## src/sv/indexed_list_store_assert.svh

```systemverilog
// ----------------------------------------------------------------------------
// indexed_list_store_assert.svh
// Assertion macros shared by the list store RTL.
// ----------------------------------------------------------------------------
`ifndef INDEXED_LIST_STORE_ASSERT_SVH
`define INDEXED_LIST_STORE_ASSERT_SVH

// Same-cycle implication, disabled while reset is asserted.
`define ILS_ASSERT_IMP(label, clk, rst_n, ante, cons) \
  label: assert property (@(posedge clk) disable iff (!rst_n) (ante) |-> (cons)) \
    else $error("%m: assertion failed");

// Next-cycle implication, disabled while reset is asserted.
`define ILS_ASSERT_NXT(label, clk, rst_n, ante, cons) \
  label: assert property (@(posedge clk) disable iff (!rst_n) (ante) |=> (cons)) \
    else $error("%m: assertion failed");

`endif

```

## src/sv/ils_pkg.sv

```systemverilog
// ----------------------------------------------------------------------------
// ils_pkg
// Types and constants of the indexed list store.
// ----------------------------------------------------------------------------
package ils_pkg;

  localparam int unsigned DEFAULT_CAPACITY = 64;
  // Widest cell index over the supported capacity range (up to 1024 entries).
  localparam int unsigned MAX_IDX_W        = 10;
  localparam int unsigned VALUE_W          = 32;

  typedef enum logic [2:0] {
    FUNC_READ     = 3'd0,
    FUNC_INS_HEAD = 3'd1,
    FUNC_APPEND   = 3'd2,
    FUNC_INS_POS  = 3'd3,
    FUNC_DELETE   = 3'd4
  } func_e;

  typedef enum logic [1:0] {
    ST_DONE    = 2'd0,
    ST_INVALID = 2'd1,
    ST_FULL    = 2'd2
  } status_e;

  typedef enum logic [1:0] {
    CELL_HOLD = 2'd0,
    CELL_INS  = 2'd1,
    CELL_DEL  = 2'd2
  } cell_op_e;

  typedef struct packed {
    logic [2:0]         func;
    logic signed [7:0]  position;
    logic signed [31:0] item_value;
  } cmd_t;

  typedef struct packed {
    logic signed [31:0] read_value;
    logic               found;
    logic [1:0]         status;
    logic [6:0]         list_length;
  } result_t;

  // Broadcast from the controller to every cell.
  typedef struct packed {
    cell_op_e               op;
    logic [MAX_IDX_W-1:0]   pos;
    logic                   read_en;
    logic [VALUE_W-1:0]     value;
  } cell_ctrl_t;

endpackage

```

## src/sv/ils_cell.sv

```systemverilog
// ----------------------------------------------------------------------------
// ils_cell
// One list slot: holds an entry, shifts with its neighbors on insert and
// delete, and presents its entry when a read selects it.
// ----------------------------------------------------------------------------
module ils_cell #(
  parameter int unsigned IDX = 0
) (
  input  logic                         clk_i,
  input  ils_pkg::cell_ctrl_t          ctrl_i,
  input  logic [ils_pkg::VALUE_W-1:0]  prev_i,
  input  logic [ils_pkg::VALUE_W-1:0]  next_i,
  output logic [ils_pkg::VALUE_W-1:0]  entry_o,
  output logic [ils_pkg::VALUE_W-1:0]  read_o
);

  localparam logic [ils_pkg::MAX_IDX_W-1:0] MY_IDX = ils_pkg::MAX_IDX_W'(IDX);

  logic [ils_pkg::VALUE_W-1:0] entry_q, entry_d;
  logic [ils_pkg::VALUE_W-1:0] read_q, read_d;

  always_comb begin
    entry_d = entry_q;
    case (ctrl_i.op)
      ils_pkg::CELL_INS: begin
        if (MY_IDX > ctrl_i.pos) begin
          entry_d = prev_i;
        end else if (MY_IDX == ctrl_i.pos) begin
          entry_d = ctrl_i.value;
        end
      end
      ils_pkg::CELL_DEL: begin
        if (MY_IDX >= ctrl_i.pos) begin
          entry_d = next_i;
        end
      end
      default: entry_d = entry_q;
    endcase
  end

  // Read from the entry as it was before this transfer.
  assign read_d = (ctrl_i.read_en && (MY_IDX == ctrl_i.pos)) ? entry_q : '0;

  always_ff @(posedge clk_i) begin
    entry_q <= entry_d;
    read_q  <= read_d;
  end

  assign entry_o = entry_q;
  assign read_o  = read_q;

endmodule

```

## config.mk

```make
export PLATFORM = sky130hd
export DESIGN_NAME = ils_cell
export DESIGN_NICKNAME = d
export VERILOG_FILES = /design/src/sv/indexed_list_store_assert.svh /design/src/sv/ils_pkg.sv /design/src/sv/ils_cell.sv
export SDC_FILE = /design/constraint.sdc
export NUM_CORES = 1
export LEC_CHECK = 0
export BUFFER_PORTS_ARGS = -buffer_cell sky130_fd_sc_hd__buf_2
export CORE_ASPECT_RATIO = 1.1
export CORE_MARGIN = 3
export CORE_UTILIZATION = 38
export DETAILED_ROUTE_END_ITERATION = 6
export HOLD_SLACK_MARGIN = 0.12
export PLACE_DENSITY_LB_ADDON = 0.25
export SLEW_MARGIN = 20
export SYNTH_ARGS = -nofsm -noshare
export SYNTH_HDL_FRONTEND = slang
export SYNTH_SLANG_ARGS = --single-unit
```

## constraint.sdc

```tcl
create_clock -name clk_i -period 7.17 [get_ports clk_i]
set_clock_uncertainty 0.05 [all_clocks]
set_input_delay 1.434 -clock clk_i [delete_from_list [all_inputs] [get_ports clk_i]]
set_output_delay 1.434 -clock clk_i [all_outputs]
set_load 0.005 [all_outputs]
```

# Word-level counts from Yosys, hierarchy flattened
# Cells that the tools add are included.
[totals] reg_bits=64 inputBits=110 output_inout_bits=64 wordCells=16
[classes] n_lt_le_gt_ge=2 eq_ne=4 muxes=4 n_reduce_logical=4
[ops] op="$mux 32" n=3
[ops] op="$pmux 32 s2" n=1
[ops] op="$ge 1x10->1 const A" n=1
[ops] op="$gt 1x10->1 const A" n=1
[ops] op="$logic_not 10->1" n=1
[ops] op="$ne 3x3->1 const B" n=1
[ops] op="$reduce_and 3->1" n=1
[ops] op="$eq 2x1->1 const B" n=1
[ops] op="$eq 2x2->1 const B" n=1
[ops] op="$ne 2x2->1 const B" n=1
[ops] op="$reduce_bool 2->1" n=1
[ops] op="$logic_and 1x1->1" n=1

# Logic depth before layout (Yosys ltp)
# Gate-level depths: netlist of run 1.
[logic_depth] depth_word=4 mapped_depth=4 ltp_nobuf=2

# Least setup slack after synthesis of run 1
# Ideal clock, no wire load.
[synth_path] kind="input -> register" start="in ctrl_i[36] in the netlist's numbering" end="reg entry_q, in the netlist entry_o[0], enable pin" setup_ps=441 t_arrival_ps=4115 required_ps=6679 path_slack_ps=2565 cell_stages=4 path_buffers=2 cell_sequence="or4_4 buf_6 buf_12 nor4_2"
[synth_via] elab_chain_cells=3 word_cells_on_any_way=6 cone_classes="order compare (2); eq/ne (2); reduce/logical (2)"
[synth_rtl] element="from (decl)" line_no="ils_cell.sv:10" text="input ils_pkg::cell_ctrl_t ctrl_i,"
[synth_rtl] element="$gt 1x10->1, or another cell as far along" line_no="ils_cell.sv:26" text="if (MY_IDX > ctrl_i.pos) begin"
[synth_rtl] element="$ne 3x3->1 (no line) / $ne 2x2->1 (equally long branches)"
[synth_rtl] element="$reduce_and 3->1 (no line) (*)"
[synth_rtl] element="to (signal assigned)" line_no="ils_cell.sv:45" text="entry_q <= entry_d;"
[synth_rtl] element="to (decl)" line_no="ils_cell.sv:19" text="logic [ils_pkg::VALUE_W-1:0] entry_q, entry_d;"
# Mark *: on every way between the ends. The rest lies on a longest branch, timed or not.
# A chain may end at the register's enable or synchronous reset.

# Final worst setup path of run 1
[layout_path] start="in ctrl_i[40] in the netlist's numbering" end="reg entry_q, in the netlist entry_o[19], enable pin"
# Same word-level chain as after synthesis.

==> results of run 1 <==
## path summary, 6_finish.rpt
| path | from | end | slack (ns) | cells past startpoint |
|---|---|---|---|---|
| max | ctrl_i[40] | entry_o[19] | 3.44 | 5 |
| min reg2reg | entry_o[1] | read_o[1] | 0.48 | 2 |
| min | entry_o[1] | read_o[1] | 0.48 | 2 |
| max reg2reg | entry_o[0] | read_o[0] | 6.42 | 2 |
## critical path: stages
cell    delay [ns]
buf_2         0.09
or4_2         0.65
buf_4         0.32
nor4_4        0.76
buf_4         0.41
## synthesized netlist by cell type
cell type  instances
dfxtp_1           32
edfxtp_1          32
nand2_1           32
mux2_2            30
nor4_2            30
clkbuf_1           8
buf_2              4
buf_6              4
buf_12             3
nor4_1             3
mux2_1             2
nor2b_1            1
or2_2              1
or4_1              1
or4_4              1
xnor2_1            1
## routing by layer
layer | vias up | share of wire [%] | track usage (%)
met5 | - | 0 | 0
met4 | 0 | 0.98 | 6.332
met3 | 6 | 9.0 | 5.526
met2 | 87 | 50 | 25.77
met1 | 892 | 40 | 19.40
li1 | 948 | - | -
## state kept, by name, indices dropped and copies added, names as in the netlist
signal   cells
entry_o     32
read_o      32
## kinds of logic (layout without fill, tap and decap cells)
logic type / count (synthesis) / in the layout
xor gates and xnor gates: 1 / 1
buffers and inverters: 19 / 160
DFF: 64 / 64
muxes: 32 / 32
and+or+nand+nor: 69 / 69
## final cells by class
cell class                 count  area share [%]
clock buffer                  12           4.084
clock inverter                 4           1.232
multi-input combinational    102           26.23
sequential                    64           45.07
tap                           82           2.887
timing repair buffer         144           20.49
## power by group through the flow
stage	Sequential [W]	Combinational (W)	Clock, W
floorplan	0.000393	0.0000345	0
global placement	0.000393	0.0000567	0
detailed placement	0.000393	0.0000580	0
CTS	0.000385	0.0000583	0.000305
global route	0.000385	0.0000638	0.000326
finish	0.000385	0.0000577	0.000296
## per-stage QoR
stage | power (W) | std cells | utilization [%] | instance area, sq um | hold WS [ns]
6_report | 0.0007391 | 408 | 52.96 | 3553 | 0.4787
5_1_grt | 0.0007745 | 408 | 52.96 | 3553 | 0.5040
4_1_cts | 0.0007479 | 408 | 52.96 | 3553 | 0.4887
3_5_place_dp | 0.0004512 | 392 | 50.14 | 3364 | 0.4776
3_3_place_gp | 0.0004499 | 392 | 50.14 | 3364 | 0.4759
2_1_floorplan | 0.0004278 | 185 | - | 2671 | 0.4898
==> flow_metrics.py, run 1 <==
metrics = {
    "worst_hold_path": {
        "hold_class": "flip-flop to flip-flop",
    },
    "synthesis": {
        "synth.yosys.seq_area_share_pct": 59.95,
        "yosysTopAreaCellShare_pct": 35.97,
        "synth_nets": 295,
        "synth-seq-cells": 64,
        "synthCells": 185,
        "syn_area_sq_mm": 0.002671,
        "synth_fa_ha_area_share_pct": 0,
        "avgSynthCellArea_sq_um": 14.44,
        "synth_top_family_by_area": "simple AND/OR/NAND/NOR gates",
        "yosysUniqueCellTypes": 16,
        "yosysWarnings": 0,
        "synthSimpleGateAreaFrac_pct": 20.42,
        "synthTopCellsByArea": "edfxtp_1 (36%), dfxtp_1 (24%), nor4_2 (14%)",
        "synth_top_area_cell": "edfxtp_1",
        "synth.area.mux_share_pct": 13.49,
        "yosys.area_share.xor_xnor_pct": 0.3279,
        "synth-compound-area-share_pct": 0,
    },
    "run": {
        "max_cap_viol_count": 0,
    },
    "timing": {
        "maxSlewHeadroom_pct": 38.67,
        "rsz0062_at_grt": "no",
        "setup_viol": 0,
        "drv_slew": 0,
        "setup_slack_ns": 3.437,
        "fmax_ghz": 0.2679,
        "hold_viol": 0,
        "min_period_over_period_pct": 52.06,
        "final.setup.tns_ns": 0,
        "tightest_slew_ns": 0.9180,
        "fin_crit_ns": 3.733,
    },
    "clock_tree": {
        "clockRootBuffer": "clkbuf_8",
        "cts_made_buffers": 9,
        "cts_tree": "built",
        "clockBufferDepth": 2,
        "cts.sinks": 64,
        "cts_hold_buf": 0,
        "path_clk_slew_ns": 0.07,
        "htree_num_levels": 3,
        "insertion_delay_ns": 0.33,
        "ctsResizeCount": 0,
        "cts_setup_buffers": 0,
    },
    "critical_path": {
        "crit_path_start_kind": "primary input",
        "crit_type": "primary input to flip-flop",
        "critPathRequiredTime_ns": 7.12,
        "critPathCaptureType": "flip-flop",
        "critPathMaxFanout": 33,
        "critical_path_arrival_ns": 3.68,
    },
    "power_and_ir_drop": {
        "power_frac_clock_pct": 40.1,
        "comb_power_share_pct": 7.8,
        "p_switching_w": 0.0001557,
        "swShare_pct": 21.07,
        "seqPwrFrac_pct": 52.1,
        "power_density_mw_per_mm2": 208.0,
        "internal_power_w": 0.0005834,
        "peakVddDrop_v": 0.0001121,
        "cellLeakagePower_nw": 1.478,
    },
    "drt": {
        "drt_iter0_drc": 51,
        "drcViolationCount": 0,
        "via_per_inst": 4.738,
        "wl_per_cell_um": 15.32,
        "routed_wl_um": 6251,
        "vias": 1933,
        "ant_nets": 0,
        "drtPass1Iterations": 4,
    },
    "global_route": {
        "grt_pass1_vias": 1925,
        "grt.overflow.total": 0,
        "grt_use_total_pct": 15.96,
        "grt_max_degree": 34,
        "antenna_found_initial": 0,
        "grt_pass1_wl_um": 9673,
    },
    "finish": {
        "layout_commonest_cell": "buf_2",
        "fillers": 608,
        "seq_area_sq_mm": 0.001602,
        "syn_to_final_growth_pct": 33.02,
        "final_nets": 431,
        "drive_above_1_share_pct": 67.79,
        "multi_input_comb_area_sq_um": 932.1,
        "antenna_cells": 0,
        "layout_common_cells": "buf_2 (141), nand2_1 (32), edfxtp_1 (32), dfxtp_1 (32), mux2_2 (30)",
    },
    "place": {
        "gp_congestion": 0.6993,
        "place.detailed.hpwl_um": 4376,
        "pre_cts_slack_ns": 3.043,
        "port_buffers": 141,
    },
    "die": {
        "initial_core_util_pct": 39.81,
        "ioPinCount": 174,
        "dieWidth_um": 85.94,
        "dieArea_sq_mm": 0.008073,
        "dieHeight_um": 93.94,
        "rows": 31,
        "coreArea_sq_mm": 0.006710,
    },
    "status": {
        "status": "complete, no violations",
    },
}
(Power assumes the default switching activity.)
==> inputs of run 2 (changes only) <==
Settings changed: ABC_AREA set to 1.
Clock period 7.17 ns to 3.73 ns, I/O delays scaled along.
==> run 2 against run 1 <==
  * Final cell count increased by 17%
  * Area after synthesis down 7.1%
  * Combinational power grew 59%
  * Sequential cell count stayed put
==> flow_metrics.py, run 2 <==
metrics = {
    "status": {
        "status": "complete, no violations",
    },
    "timing": {
        "min_period_over_period_pct": 62.66,
        "hold_viol": 0,
        "setup_viol": 0,
        "rsz0062_at_grt": "no",
        "drv_slew": 0,
        "tightest_slew_ns": 0.9049,
        "final.setup.tns_ns": 0,
        "fin_crit_ns": 2.337,
        "maxSlewHeadroom_pct": 39.53,
        "hold_slack_ns": 0.4469,
        "setup_slack_ns": 1.393,
        "fmax_ghz": 0.4279,
    },
    "critical_path": {
        "cpPeakStageDelay_ns": 0.75,
        "crit_chain": "buf_2 -> xnor2_1 -> nor2_4",
        "crit_type": "primary input to flip-flop",
        "critical_path_arrival_ns": 2.24,
        "crit_buf_inv": 1,
        "critPathMaxFanout": 34,
        "critPathRequiredTime_ns": 3.64,
        "crit_slowest_cell": "nor2_4",
        "crit_path_start_kind": "primary input",
        "critPathCaptureType": "flip-flop",
        "critPathTopFamily": "simple AND/OR/NAND/NOR gates",
    },
    "global_route": {
        "grt_max_degree": 35,
        "grt_pass1_vias": 2034,
        "grt.overflow.total": 0,
        "grt_use_total_pct": 16.13,
        "antenna_found_initial": 0,
        "grt_pass1_wl_um": 9446,
    },
    "synthesis": {
        "yosysTopAreaCellShare_pct": 38.71,
        "synth_top_area_cell": "edfxtp_1",
        "synthFlopType": "edfxtp_1",
        "yosysUniqueCellTypes": 16,
        "postSynth.asyncResetShare_pct": 0,
        "yosysWarnings": 0,
        "synth_edf_count": 32,
        "syn_area_sq_mm": 0.002482,
        "synthCells": 251,
        "synthTopCellsByArea": "edfxtp_1 (39%), dfxtp_1 (26%), nand2_1 (10%)",
        "synth_top_cells_by_count": "nand2_1 (67), inv_1 (33), dfxtp_1 (32), edfxtp_1 (32), nand3_1 (32)",
        "synth.yosys.seq_area_share_pct": 64.52,
        "avgSynthCellArea_sq_um": 9.890,
        "synth-seq-cells": 64,
        "synth_most_common_cell": "nand2_1",
        "synth_nets": 361,
    },
    "finish": {
        "fillers": 588,
        "syn_to_final_growth_pct": 39.57,
        "antenna_cells": 0,
        "layout_common_cells": "buf_2 (141), nand2_1 (66), inv_1 (33)",
        "final_nets": 501,
        "layout_commonest_cell": "buf_2",
        "drive_above_1_share_pct": 48.23,
    },
    "power_and_ir_drop": {
        "total_power_w": 0.001529,
        "cellLeakagePower_nw": 1.818,
        "power_density_mw_per_mm2": 441.3,
        "peakVddDrop_v": 0.0002315,
    },
    "clock_tree": {
        "cts.sinks": 64,
        "htree_num_levels": 3,
        "ctsResizeCount": 0,
        "cts_hold_buf": 0,
        "clockRootBuffer": "clkbuf_8",
        "path_clk_slew_ns": 0.07,
        "cts_setup_buffers": 0,
        "cts_tree": "built",
        "clockBufferDepth": 2,
        "insertion_delay_ns": 0.33,
        "cts_made_buffers": 9,
    },
    "drt": {
        "vias": 2076,
        "drcViolationCount": 0,
        "via_per_inst": 4.361,
        "ant_nets": 0,
        "wl_met2_um": 2830,
        "drtPass1Iterations": 6,
        "wl_met1_um": 2322,
        "drt_iter0_drc": 99,
        "routed_wl_um": 5813,
        "route.met3.wl_um": 504,
        "wl_per_cell_um": 12.21,
        "top_layer": "met4",
    },
    "die": {
        "dieWidth_um": 83.07,
        "rows": 30,
        "dieArea_sq_mm": 0.007540,
        "initial_core_util_pct": 39.60,
        "dieHeight_um": 90.77,
        "ioPinCount": 174,
        "coreArea_sq_mm": 0.006269,
    },
    "place": {
        "gp_congestion": 0.7766,
        "port_buffers": 141,
        "pre_cts_slack_ns": 0.8902,
        "place.detailed.hpwl_um": 4115,
    },
    "worst_hold_path": {
        "hold_class": "flip-flop to flip-flop",
    },
    "run": {
        "max_cap_viol_count": 0,
    },
}
[run 2: cell count changes after synthesis, sizes merged, moves of 5 or more]
| cell | delta |
|---|---|
| nor2 | +38 |
| inv | +33 |
| clkbuf | -5 |
| nor4 | -33 |
| nand3 | +33 |
| nand2 | +35 |
| mux2 | -32 |
[run 2: where the power goes]
part / switching (W) / internal (W) / total, W
clock network: 0.000255 / 0.000442 / 0.000697
logic: 0.0000471 / 0.0000445 / 0.0000916
registers: 0.000000133 / 0.000740 / 0.000741
[run 2: logic make-up (layout without fill, tap and decap cells)]
family                 Yosys count  in the layout  share of synthesized area (%)
XOR/XNOR                         1              1                         0.3529
buffers and inverters           46            191                          8.064
flip-flops                      64             64                          64.52
AND/OR/NAND/NOR                140            140                          27.07
[run 2: worst min-delay path, delay by kind of cell, from the launching register on]
family,cells,cell delay (ns)
flops,1,0.34
simple gates,1,0.08
buf+inv,1,0.05
[run 2: routing by layer]
metal | GRT usage, % | vias to the layer above
met5 | 0 | -
met4 | 9.673 | 0
met3 | 5.566 | 14
met2 | 26.20 | 104
met1 | 18.20 | 899
li1 | - | 1059
[run 2: per-stage QoR]
stage,utilization (%),cell area (sq um),std cells
floorplan,-,2482,251
global placement,51.48,3227,460
detailed placement,51.48,3227,460
CTS,55.23,3462,476
global route,55.27,3465,476
finish,55.27,3465,476
[run 2: path summary, 6_finish.rpt]
check	startpoint	to	slack, ns	depth (start not counted)
max reg2reg	entry_o[23]	read_o[23]	3.01	2
min	entry_o[8]	read_o[8]	0.45	2
min reg2reg	entry_o[8]	read_o[8]	0.45	2
max	ctrl_i[44]	entry_o[30]	1.39	3
[run 2: final cells by class]
| cell class | instances | area [sq um] | share of cell area, % |
|---|---|---|---|
| sequential | 64 | 1602 | 46.23 |
| clock buffer | 10 | 127.6 | 3.684 |
| multi-input combinational | 141 | 690.7 | 19.93 |
| tap | 80 | 100.1 | 2.889 |
| timing repair buffer | 142 | 713.2 | 20.59 |
| inverter | 33 | 123.9 | 3.575 |
| clock inverter | 6 | 107.6 | 3.106 |
==> inputs of run 3 (changes only) <==
Clock period 3.73 ns to 2.37 ns, I/O delays scaled along.
==> run 3 against run 2 <==
  * Register-to-register slack worse by 1.3 ns
  * Final cell count is 0.84% higher
  * Non-clock buffer count increased by 5
  * Setup slack worse by 0.49 ns
  * Largest power group unchanged
  * Via count shrank 0.87%
  * Worst hold slack got worse by 0.082 ns
  * Total power increased by 43%
  * Sequential share of layout area about the same
  * Highest routed layer unchanged
  * Wire length is 2.5% lower
  * Critical endpoint is now read_o[31]
==> flow_metrics.py, run 3 (synthesized netlist as in run 2, its figures left out) <==
metrics = {
    "global_route": {
        "grt_pass1_wl_um": 9197,
        "grt.overflow.total": 0,
        "grt_max_degree": 33,
        "grt_use_total_pct": 15.46,
        "antenna_found_initial": 0,
        "grt_pass1_vias": 1880,
    },
    "power_and_ir_drop": {
        "cellLeakagePower_nw": 1.827,
        "comb_power_share_pct": 6.7,
        "power_frac_clock_pct": 40.0,
        "power_density_mw_per_mm2": 631.5,
        "peakVddDrop_v": 0.0002398,
        "internal_power_w": 0.001742,
        "seqPwrFrac_pct": 53.3,
        "total_power_w": 0.002187,
        "p_switching_w": 0.0004448,
        "swShare_pct": 20.34,
    },
    "place": {
        "place_area_sq_mm": 0.003277,
        "pre_cts_slack_ns": 0.5482,
        "place.detailed.hpwl_um": 4273,
        "port_buffers": 141,
        "gp_congestion": 0.7792,
    },
    "worst_hold_path": {
        "hold_class": "primary input to flip-flop",
        "whs_endpoint": "entry_o[10]",
        "holdPathStages": 3,
        "min-delay-start": "ctrl_i[10]",
    },
    "die": {
        "rows": 30,
        "coreArea_sq_mm": 0.006269,
        "ioPinCount": 174,
        "dieHeight_um": 90.77,
        "dieWidth_um": 83.07,
        "dieArea_sq_mm": 0.007540,
        "initial_core_util_pct": 39.60,
    },
    "clock_tree": {
        "cts_made_buffers": 9,
        "cts_setup_buffers": 0,
        "cts.sinks": 64,
        "insertion_delay_ns": 0.32,
        "clockRootBuffer": "clkbuf_8",
        "cts_tree": "built",
        "ctsResizeCount": 0,
        "htree_num_levels": 3,
        "path_clk_slew_ns": 0.06,
        "cts_hold_buf": 0,
        "clockBufferDepth": 2,
    },
    "timing": {
        "fin_crit_ns": 1.465,
        "tightest_slew_ns": 0.3564,
        "drv_slew": 0,
        "setup_slack_ns": 0.9047,
        "maxSlewHeadroom_pct": 76.21,
        "setup_viol": 0,
        "hold_viol": 0,
        "min_period_over_period_pct": 61.83,
        "rsz0062_at_grt": "no",
        "fmax_ghz": 0.6825,
        "final.setup.tns_ns": 0,
    },
    "drt": {
        "drt_iter0_drc": 76,
        "drcViolationCount": 0,
        "ant_nets": 0,
        "routed_wl_um": 5668,
        "wl_per_cell_um": 11.81,
        "drtPass1Iterations": 4,
        "vias": 2058,
        "via_per_inst": 4.288,
    },
    "critical_path": {
        "r2r_cells": 2,
        "critPathMaxFanout": 17,
        "cpPeakStageDelay_ns": 0.34,
        "critical_path_arrival_ns": 1.67,
        "crit_chain": "buf_2 -> or2_1 -> nor2_2 -> nand3_4 -> buf_4 -> nor2_1",
        "crit_slowest_cell": "buf_4",
        "critPathRequiredTime_ns": 2.58,
        "crit_path_start_kind": "primary input",
        "ff2ff_setup_slack_ns": 1.66,
        "crit_type": "primary input to flip-flop",
        "rr_startpoint": "entry_o[1]",
        "critPathCaptureType": "flip-flop",
        "r2r-end": "read_o[1]",
    },
    "finish": {
        "layout_common_cells": "buf_2 (141), nand2_1 (67), inv_1 (33)",
        "drive_above_1_share_pct": 48.50,
        "syn_to_final_growth_pct": 39.52,
        "antenna_cells": 0,
        "layout_commonest_cell": "buf_2",
        "final_cell_area_sq_mm": 0.003463,
        "final_nets": 506,
    },
    "run": {
        "max_cap_viol_count": 0,
    },
    "status": {
        "status": "complete, no violations",
    },
}
## run 3: routing by layer
layer,global-route usage [%],share of wire [%]
met1,17.99,41
met2,26.14,50
met3,6.296,8.5
met4,4.496,0.76
met5,0,0
## run 3: worst max path at each step
stage	depth (start not counted)	end	slack (ns)	start
4_1_cts	6	read_o[31]	0.89	ctrl_i[40]
3_5_place_dp	6	read_o[31]	0.55	ctrl_i[40]
6_report	6	read_o[31]	0.90	ctrl_i[40]
2_1_floorplan	4	entry_o[0]	0.13	ctrl_i[40]
3_3_place_gp	6	read_o[31]	0.57	ctrl_i[40]
5_1_grt	6	read_o[31]	0.81	ctrl_i[40]
## run 3: layout make-up
type                    instances  area, sq um
flip-flops and latches         64         1602
clock buffers                  11        141.4
fillers                       576         2805
repair buffers                147        763.2
inverters                      33        123.9
multi-input cells             141        688.2
well taps                      80        100.1
clock inverters                 4        45.04
## run 3: stage by stage
step	std cells	hold WS, ns	utilization [%]
3_5_place_dp	465	0.4289	52.28
3_3_place_gp	465	0.4157	52.28
2_1_floorplan	251	0.4402	-
5_1_grt	480	0.3473	55.25
4_1_cts	480	0.3462	55.25
6_report	480	0.3646	55.25
## run 3: worst max-delay path: cells and delay by family
kind          cells  cell delay (ns)
simple gates      4             0.76
buf+inv           2             0.43
## run 3: power by group through the flow
stage          registers [W]  logic (W)  clock network (W)
5_1_grt              0.00116   0.000169           0.000952
6_report             0.00117   0.000147           0.000874
2_1_floorplan        0.00119  0.0000666                  0
3_5_place_dp         0.00119   0.000148                  0
3_3_place_gp         0.00119   0.000144                  0
4_1_cts              0.00117   0.000148           0.000906
